$ cat src/hw/rtl/per_cpu_page_free_list_allocator_defines.svh
// assertion macros for the page allocator
`ifndef PER_CPU_PAGE_FREE_LIST_ALLOCATOR_DEFINES_SVH
`define PER_CPU_PAGE_FREE_LIST_ALLOCATOR_DEFINES_SVH

`ifndef ASSERT_OFF
// checked outside reset
`define PCPA_ASSERT(lbl, prop, msg) \
  lbl: assert property (@(posedge clk_i) disable iff (!rst_ni) (prop)) else $error(msg);
// checked during reset as well
`define PCPA_ASSERT_ALWAYS(lbl, prop, msg) \
  lbl: assert property (@(posedge clk_i) (prop)) else $error(msg);
`else
`define PCPA_ASSERT(lbl, prop, msg)
`define PCPA_ASSERT_ALWAYS(lbl, prop, msg)
`endif

`endif

$ cat src/hw/rtl/pcpa_pkg.sv
package pcpa_pkg;

  // fixed widths of the words
  localparam int unsigned ADDR_W     = 32;
  localparam int unsigned CPU_W      = 3;
  localparam int unsigned STATUS_W   = 2;

  // organisation of the managed memory
  localparam int unsigned CPU_COUNT  = 8;
  localparam int unsigned PAGE_BYTES = 4096;
  localparam int unsigned PAGE_SLOTS = 32768;
  localparam int unsigned PAGE_SHIFT = $clog2(PAGE_BYTES);
  localparam int unsigned SLOT_W     = $clog2(PAGE_SLOTS);
  localparam int unsigned PG_W       = ADDR_W - PAGE_SHIFT;

  // register map
  localparam int unsigned PADDR_W    = 3;
  localparam logic REG_FIRST_FREE    = 1'b0;
  localparam logic REG_LIMIT         = 1'b1;
  localparam logic [ADDR_W-1:0] FIRST_FREE_RESET = 32'h8000_0000;
  localparam logic [ADDR_W-1:0] LIMIT_RESET      = 32'h8800_0000;

  // request kinds
  localparam logic FUNC_FREE  = 1'b0;
  localparam logic FUNC_ALLOC = 1'b1;

  // result codes
  localparam logic [STATUS_W-1:0] STATUS_DONE  = 2'd0;
  localparam logic [STATUS_W-1:0] STATUS_EMPTY = 2'd1;
  localparam logic [STATUS_W-1:0] STATUS_BAD   = 2'd2;

  // list link: null flag over a slot number
  typedef struct packed {
    logic              null_f;
    logic [SLOT_W-1:0] slot;
  } link_t;

  localparam int unsigned LINK_W = $bits(link_t);

  // configuration registers as seen by the datapath
  typedef struct packed {
    logic [ADDR_W-1:0] first_free;
    logic [ADDR_W-1:0] limit;
  } cfg_t;

  typedef enum logic [1:0] {
    S_IDLE,
    S_EXEC,
    S_POP
  } state_e;

endpackage

$ cat src/hw/rtl/pcpa_cfg_regs.sv
module pcpa_cfg_regs (
  input  logic                           clk_i,
  input  logic                           rst_ni,
  input  logic                           psel,
  input  logic                           penable,
  input  logic                           pwrite,
  input  logic [pcpa_pkg::PADDR_W-1:0]   paddr,
  input  logic [31:0]                    pwdata,
  output logic [31:0]                    prdata,
  output logic                           pready,
  output pcpa_pkg::cfg_t                 cfg_o
);

  import pcpa_pkg::*;

  logic           wr_en;
  logic           reg_sel;
  cfg_t           cfg_q;
  cfg_t           cfg_d;

  assign pready  = 1'b1;
  assign wr_en   = psel && penable && pwrite;
  assign reg_sel = paddr[2];

  // register write decode
  always_comb begin
    cfg_d = cfg_q;
    if (wr_en) begin
      unique case (reg_sel)
        REG_FIRST_FREE: cfg_d.first_free = pwdata;
        REG_LIMIT:      cfg_d.limit      = pwdata;
        default:        cfg_d            = cfg_q;
      endcase
    end
  end

  always_ff @(posedge clk_i or negedge rst_ni) begin
    if (!rst_ni) begin
      cfg_q.first_free <= FIRST_FREE_RESET;
      cfg_q.limit      <= LIMIT_RESET;
    end else begin
      cfg_q <= cfg_d;
    end
  end

  // read back
  always_comb begin
    unique case (reg_sel)
      REG_FIRST_FREE: prdata = cfg_q.first_free;
      REG_LIMIT:      prdata = cfg_q.limit;
      default:        prdata = '0;
    endcase
  end

  assign cfg_o = cfg_q;

endmodule

$ cat config.mk
export PLATFORM = sky130hd
export DESIGN_NAME = pcpa_cfg_regs
export DESIGN_NICKNAME = d
export VERILOG_FILES = /design/src/hw/rtl/per_cpu_page_free_list_allocator_defines.svh /design/src/hw/rtl/pcpa_pkg.sv /design/src/hw/rtl/pcpa_cfg_regs.sv
export SDC_FILE = /design/constraint.sdc
export NUM_CORES = 1
export LEC_CHECK = 0
export BUFFER_PORTS_ARGS = -buffer_cell sky130_fd_sc_hd__buf_2
export CAP_MARGIN = 5
export CORE_MARGIN = 2
export CORE_UTILIZATION = 50
export DETAILED_ROUTE_END_ITERATION = 8
export PLACE_DENSITY = 0.85
export SYNTH_ARGS = -nofsm -noshare
export SYNTH_HDL_FRONTEND = slang
export SYNTH_SLANG_ARGS = --single-unit
$ cat constraint.sdc
create_clock -name clk_i -period 3.83 [get_ports clk_i]
set_input_delay 1.149 -clock clk_i [delete_from_list [all_inputs] [get_ports clk_i]]
set_output_delay 1.149 -clock clk_i [all_outputs]
set_load 0.02 [all_outputs]
Word-level counts from Yosys, hierarchy flattened
Cells that the tools add are included.
- bits in registers: 64
- output and inout port bits: 97
- logic and storage cells: 8
- mux-type cells: 1
- bitwise operators: 1
- reduce and logical (&&, ||, !) cells: 4
- operators by type and width (kind ; number):
    32-bit case mux with 2 select lines ; 1
    2-bit AND reduction ; 2
    1-bit logical AND ; 2
    1-bit inverter ; 1

Logic depth before layout (Yosys ltp)
Gate-level depths: netlist of run 1.
- depth after elaboration: 3
- depth in mapped cells: 4
- depth with buffers taken out: 2

Worst setup path after synthesis of run 1
Ideal clock, no wire load.
- kind: in2out
- start point: input paddr[2] (netlist name)
- end point: output prdata[0]
- arrival: 1910 ps
- data required time: 2681 ps
- setup slack: 771 ps
- cell stages on the path: 3
- cell sequence: buf_2 > buf_2 > mux2_2
- word-level cells in the longest chain between the ends: 2
- ends and longest elaborated chain (element ; RTL line ; text):
    start, declared ; pcpa_cfg_regs.sv:7 ; input logic [pcpa_pkg::PADDR_W-1:0] paddr,
    1-bit inverter ; n/a ;
    32-bit case mux with 2 select lines (*) ; pcpa_cfg_regs.sv:48 ; unique case (reg_sel)
    end, declared ; pcpa_cfg_regs.sv:9 ; output logic [31:0] prdata,
Mark *: on every way between the ends. The rest lies on a longest branch, timed or not.

Worst setup path in the final report of run 1
- start point: input paddr[2] (netlist name)
- end point: output prdata[8]
The elaborated chain is that of the path after synthesis.

==> results of run 1 <==
==> path summary, 6_finish.rpt <==
kind                                           start                     to  depth (start not counted)
worst max register to register  cfg_o[5]$_DFFE_PN0P_   cfg_o[5]$_DFFE_PN0P_                          1
worst max-delay path                        paddr[2]              prdata[8]                          4
worst min register to register  cfg_o[6]$_DFFE_PN0P_   cfg_o[6]$_DFFE_PN0P_                          1
worst min-delay path            cfg_o[6]$_DFFE_PN0P_   cfg_o[6]$_DFFE_PN0P_                          1
min in group asynchronous                     rst_ni  cfg_o[38]$_DFFE_PN0P_                          2
max in group asynchronous                     rst_ni  cfg_o[45]$_DFFE_PN0P_                          2
==> cell type report <==
class | instances | area (µm²)
Clock buffer | 16 | 190.2
Fill cell | 401 | 1744
Multi-Input combinational cell | 99 | 1234
Sequential cell | 64 | 1605
Tap cell | 72 | 90.09
Timing Repair Buffer | 139 | 710.7
==> power groups by stage <==
stage / Combinational (W) / Clock, W / Sequential [W]
after floorplan: 0.000388 / 0 / 0.00112
after global placement: 0.000854 / 0 / 0.000947
after detailed placement: 0.000869 / 0 / 0.000956
after CTS: 0.000870 / 0.000553 / 0.000948
after global routing: 0.000910 / 0.000586 / 0.000970
final: 0.000859 / 0.000537 / 0.000946
==> logic make-up after synthesis <==
| family | Yosys count |
|---|---|
| muxes | 96 |
| other | 1 |
| buffers and inverters | 11 |
| and+or+nand+nor | 2 |
| DFF | 64 |
==> critical path, stage by stage <==
cell	delay (ns)
buf_2	0.09
buf_4	0.25
mux2_2	0.37
buf_2	0.16
==> layout by cell type (no fill, tap or decap) <==
cell,count
dfstp_2,3
buf_2,133
buf_4,6
mux2_2,64
dfrtp_1,61
mux2_4,30
nand4_2,1
conb_1,1
nand4b_4,1
mux2_1,2
clkbuf_1,3
clkbuf_8,13
==> through the flow <==
step / cells / hold slack, ns
finish: 390 / 0.5274
detailed placement: 374 / 0.5100
global placement: 374 / 0.4973
global route: 390 / 0.5425
floorplan: 174 / 0.6293
CTS: 390 / 0.5303
==> routing by layer <==
metal  track usage  share of wire
met2        0.2883           0.46
met3       0.03820          0.065
met4       0.05593         0.0086
met5             0              0
met1        0.2606           0.46
==> results.py, run 1 <==
metrics = {
    "power": {
        "power_w": 0.002342,
        "power_switching_w": 0.0008171,
        "p_int_w": 0.001525,
        "swShare": 0.3489,
        "p_clk_frac": 0.229,
        "powerDensity_nw_per_um2": 611.5,
        "ir_worst_vdd_uv": 388.9,
        "p_comb_frac": 0.367,
        "power_leakage_nw": 2.027,
        "p_seq_frac": 0.404,
    },
    "timing": {
        "max_slew.worst_pin.slew_ns": 0.9205,
        "rsz0062_at_grt": "no",
        "tns_ns": 0,
        "setup_slack_ns": 0.6586,
        "period_share": 0.8280,
        "setup_violations": 0,
        "max_freq_mhz": 315.3,
        "finClkSkew_ns": 0,
        "max-slew-margin-rel": 0.3849,
        "hold_viol": 0,
        "min_period_ns": 3.171,
        "slew_violations": 0,
    },
    "route": {
        "drcViolationCount": 0,
        "routedWlPerCell_um": 14.95,
        "antenna_left": 0,
        "drtIter0Drc": 51,
        "viasPerCell": 4.951,
        "wirelength_mm": 5.829,
        "first_pass_iters": 4,
        "via_count": 1931,
    },
    "cts": {
        "post_cts_resized": 0,
        "post_cts_buffers": 0,
        "h-tree-depth": 3,
        "clk_latency_ns": 0.31,
        "cts_buffer_depth": 2,
        "cts.sinks": 64,
        "cts_hold_buf": 0,
        "cts-buffers-inserted": 9,
        "cts_root_buffer": "clkbuf_8",
        "cts_tree": "yes",
        "cts.clk_slew.worst_paths_ns": 0.06,
    },
    "layout": {
        "fin_area_um2": 3830,
        "largest_reg_flops": 64,
        "utilization": 0.6871,
        "diodes": 0,
        "synthToLayoutAreaGrowth_pct": 31.37,
        "drive_gt1_frac": 0.7893,
        "fin_nets": 353,
    },
    "logic_synthesis": {
        "synth_top_family_by_area": "multiplexers",
        "synth_common_cells": "mux2_2 (64), dfrtp_1 (61), mux2_4 (30)",
        "synth-async-reset-ratio": 1.000,
        "synth_cells": 174,
        "syn_area_um2": 2915,
        "syn_nets": 214,
        "yosysSeqAreaShare": 0.5506,
        "synthXorXnorAreaFrac": 0,
        "synth_simple_gate_area_share": 0.01245,
        "yosys-top-cells-area": "dfrtp_1 (52%), mux2_2 (25%), mux2_4 (15%)",
        "avgSynthCellArea_um2": 16.75,
        "yosysWarnings": 0,
        "yosys.area.top_type_share": 0.5236,
        "synth_most_common_cell": "mux2_2",
        "synth_compound_gate_area_share": 0,
        "synth_mux_area_frac": 0.4094,
        "synth_top_area_cell": "dfrtp_1",
        "yosys.area_share.adder": 0,
        "yosysUniqueCellTypes": 11,
        "synth_edf_count": 0,
        "synth_seq_cells": 64,
        "synth_ff_type": "dfrtp_1",
    },
    "worst_setup_path": {
        "start_kind": "primary input",
        "ff2ff_setup_slack_ns": 3.01,
        "cp_max_fo": 19,
        "critPathCaptureType": "primary output",
        "crit_arrival_ns": 2.02,
        "path_class": "in2out",
        "worstPathRequired_ns": 2.68,
    },
    "floorplan": {
        "core_um2": 5574,
        "start_util": 0.5230,
        "die_h_um": 80.36,
        "rows": 27,
        "fp.dieW_um": 80.36,
        "die_area_um2": 6458,
        "io_pins": 137,
    },
    "place": {
        "place_hpwl_mm": 4.170,
        "dpl-instance-area_um2": 3640,
        "io_buffers": 133,
        "routabilityCongestion": 0.7618,
        "pre_cts_slack_ns": 0.6386,
    },
    "grt": {
        "grt_pass1_wl_mm": 9.170,
        "grt_pass1_vias": 1853,
        "grt_start_max_net_pins": 65,
        "grt_usage": 0.1847,
        "antenna_found_initial": 0,
        "gr-total-overflow": 0,
    },
    "worst_hold_path": {
        "hp-class": "reg2reg",
    },
    "run_status": {
        "outcome": "finished clean",
    },
    "run": {
        "max_cap_violations": 0,
    },
}
(Power assumes the default switching activity.)
==> run 2: changes to the inputs <==
--- a/config.mk
+++ b/config.mk
@@ -5,12 +5,13 @@
 export SDC_FILE = /design/constraint.sdc
 export NUM_CORES = 1
 export LEC_CHECK = 0
+export ABC_AREA = 1
 export BUFFER_PORTS_ARGS = -buffer_cell sky130_fd_sc_hd__buf_2
 export CAP_MARGIN = 5
 export CORE_MARGIN = 2
-export CORE_UTILIZATION = 50
+export CORE_UTILIZATION = 42
 export DETAILED_ROUTE_END_ITERATION = 8
-export PLACE_DENSITY = 0.85
+export PLACE_DENSITY = 0.76
 export SYNTH_ARGS = -nofsm -noshare
 export SYNTH_HDL_FRONTEND = slang
 export SYNTH_SLANG_ARGS = --single-unit
==> constraint.sdc (replaced) <==
create_clock -name clk_i -period 2.8 [get_ports clk_i]
set_input_delay 0.84 -clock clk_i [delete_from_list [all_inputs] [get_ports clk_i]]
set_output_delay 0.84 -clock clk_i [all_outputs]
set_load 0.02 [all_outputs]
==> run 2 against run 1 <==
Effect of this change: setup slack worse by 0.38 ns; power up 22%; core utilization down 12 points; sequential cell count unchanged; global-route usage up 1.4 points; final area up 1.5%; non-clock buffer count up 7; synthesized cell count up 120%; die area up 22%; clock skew unchanged; cell count up 57%; critical endpoint is now prdata[25].
==> results.py, run 2 <==
metrics = {
    "timing": {
        "max_slew.worst_pin.slew_ns": 0.6806,
        "slew_violations": 0,
        "finClkSkew_ns": 0,
        "max-slew-margin-rel": 0.5463,
        "period_share": 0.8999,
        "setup_violations": 0,
        "rsz0062_at_grt": "no",
        "min_period_ns": 2.520,
        "hold_viol": 0,
        "max_freq_mhz": 396.9,
        "tns_ns": 0,
        "whs_ns": 0.4762,
    },
    "power": {
        "ir_worst_vdd_uv": 352.4,
        "powerDensity_nw_per_um2": 732.4,
        "p_int_w": 0.001773,
        "power_w": 0.002848,
        "power_switching_w": 0.001076,
        "p_clk_frac": 0.233,
        "p_seq_frac": 0.437,
        "power_leakage_nw": 2.365,
        "swShare": 0.3777,
        "p_comb_frac": 0.330,
    },
    "cts": {
        "cts_buffer_depth": 2,
        "cts_tree": "yes",
        "cts.clk_slew.worst_paths_ns": 0.06,
        "post_cts_buffers": 0,
        "clk_latency_ns": 0.32,
        "cts-buffers-inserted": 9,
        "cts_hold_buf": 0,
        "post_cts_resized": 0,
        "cts.sinks": 64,
        "cts_root_buffer": "clkbuf_8",
        "h-tree-depth": 3,
    },
    "logic_synthesis": {
        "yosys.area.top_type_share": 0.5052,
        "synth-async-reset-ratio": 1.000,
        "synth_edf_count": 0,
        "avgSynthCellArea_um2": 7.828,
        "syn_nets": 426,
        "synth_common_cells": "nand2_1 (224), nand3_1 (64), dfrtp_1 (61)",
        "syn_area_um2": 3022,
        "yosysUniqueCellTypes": 14,
        "yosys-top-cells-area": "dfrtp_1 (51%), nand2_1 (28%), nand3_1 (11%)",
        "synth_cells": 386,
        "yosysWarnings": 0,
        "synth_ff_type": "dfrtp_1",
        "yosysSeqAreaShare": 0.5313,
        "synth_top_area_cell": "dfrtp_1",
        "synth_most_common_cell": "nand2_1",
        "synth_seq_cells": 64,
    },
    "floorplan": {
        "fp.dieW_um": 88.82,
        "start_util": 0.4399,
        "rows": 30,
        "io_pins": 137,
        "die_h_um": 88.82,
        "die_area_um2": 7889,
        "core_um2": 6869,
    },
    "worst_setup_path": {
        "cp_max_fo": 27,
        "path_class": "in2out",
        "critPathCaptureType": "primary output",
        "start_kind": "primary input",
        "worstPathRequired_ns": 1.96,
        "slowest_stage": "buf_4",
        "crit_chain": "buf_2 -> buf_4 -> nand2_1 -> nand2_1 -> buf_2",
        "crit_arrival_ns": 1.68,
        "slowest_delay_ns": 0.32,
    },
    "route": {
        "drtIter0Drc": 145,
        "routedWlPerCell_um": 12.53,
        "drcViolationCount": 0,
        "wirelength_mm": 7.694,
        "viasPerCell": 4.881,
        "via_count": 2997,
        "antenna_left": 0,
        "first_pass_iters": 4,
    },
    "layout": {
        "fill_cells": 644,
        "largest_reg_flops": 64,
        "fin_nets": 556,
        "synthToLayoutAreaGrowth_pct": 28.70,
        "mostFrequentLayoutCell": "nand2_1",
        "utilization": 0.5661,
        "diodes": 0,
        "drive_gt1_frac": 0.3185,
        "finalNonFillerCells": 614,
        "final_cell_mix": "nand2_1 (224), buf_2 (133), nand3_1 (64)",
    },
    "grt": {
        "grt_start_max_net_pins": 36,
        "grt_pass1_vias": 2715,
        "antenna_found_initial": 0,
        "grt_pass1_wl_mm": 12.10,
        "grt_usage": 0.1983,
        "gr-total-overflow": 0,
    },
    "run_status": {
        "outcome": "finished clean",
    },
    "worst_hold_path": {
        "hp-class": "reg2reg",
    },
    "place": {
        "io_buffers": 133,
        "placed_cells": 601,
        "routabilityCongestion": 0.8055,
        "place_hpwl_mm": 5.378,
    },
    "run": {
        "max_cap_violations": 0,
    },
}
==> run 2: cell count changes after synthesis, moves of 2 or more <==
cell      previous run  this run
buf_2                7         9
nand2_1              0       224
clkbuf_1             0         4
nand3_1              0        64
mux2_2              64         0
mux2_1               2         0
mux2_4              30         0
buf_6                3        13
nand4_1              0         2
==> run 2: cells by family (layout without fill, tap and decap cells) <==
group,after synthesis,in the layout,share of synthesized area
flops,64,64,0.5313
other cells,1,1,0.001241
simple gates,292,292,0.3942
buf+inv,29,161,0.07329
==> run 2: final cells by class <==
class                   instances  area, µm²  share of cell area
flip-flops and latches         64       1605              0.4128
multi-input cells             293       1195              0.3073
repair buffers                146      800.8              0.2059
clock buffers                  12      155.1             0.03990
well taps                      96      120.1             0.03089
inverters                       2      7.507            0.001931
clock inverters                 1      5.005            0.001287
==> run 2: path summary, 6_finish.rpt <==
check | from | endpoint | slack [ns] | cells after the start
worst max register to register | cfg_o[31]$_DFFE_PN1P_ | cfg_o[31]$_DFFE_PN1P_ | 2.06 | 2
min in group asynchronous | rst_ni | cfg_o[53]$_DFFE_PN0P_ | 0.55 | 1
worst min-delay path | cfg_o[27]$_DFFE_PN1P_ | cfg_o[27]$_DFFE_PN1P_ | 0.48 | 2
worst max-delay path | paddr[2] | prdata[25] | 0.28 | 5
max in group asynchronous | rst_ni | cfg_o[51]$_DFFE_PN0P_ | 1.62 | 2
worst min register to register | cfg_o[27]$_DFFE_PN1P_ | cfg_o[27]$_DFFE_PN1P_ | 0.48 | 2
==> run 2: layer usage <==
| layer | routed length, µm | vias up | track usage |
|---|---|---|---|
| li1 | - | 1466 | - |
| met1 | 3244 | 1400 | 0.2321 |
| met2 | 3779 | 116 | 0.3446 |
| met3 | 527 | 15 | 0.04384 |
| met4 | 142 | 0 | 0.09366 |
| met5 | 0 | - | 0 |
==> run 2: critical path, delay by kind of cell <==
| kind | cells | cell delay (ns) |
|---|---|---|
| simple gates | 2 | 0.17 |
| buf+inv | 3 | 0.66 |
==> run 2: power groups by stage <==
stage                     clock network, W  registers [W]  logic, W
after floorplan                          0        0.00146  0.000378
after global placement                   0        0.00125  0.000933
after detailed placement                 0        0.00126  0.000953
after CTS                         0.000684        0.00124  0.000953
after global routing              0.000719        0.00127   0.00103
final                             0.000663        0.00125  0.000940
==> run 2: through the flow <==
step           cell area [µm²]  setup WS (ns)
3_3_place_gp              3729         0.3002
2_1_floorplan             3022         0.4751
6_report                  3889         0.2803
4_1_cts                   3889         0.2602
3_5_place_dp              3729         0.2722
5_1_grt                   3889         0.1881
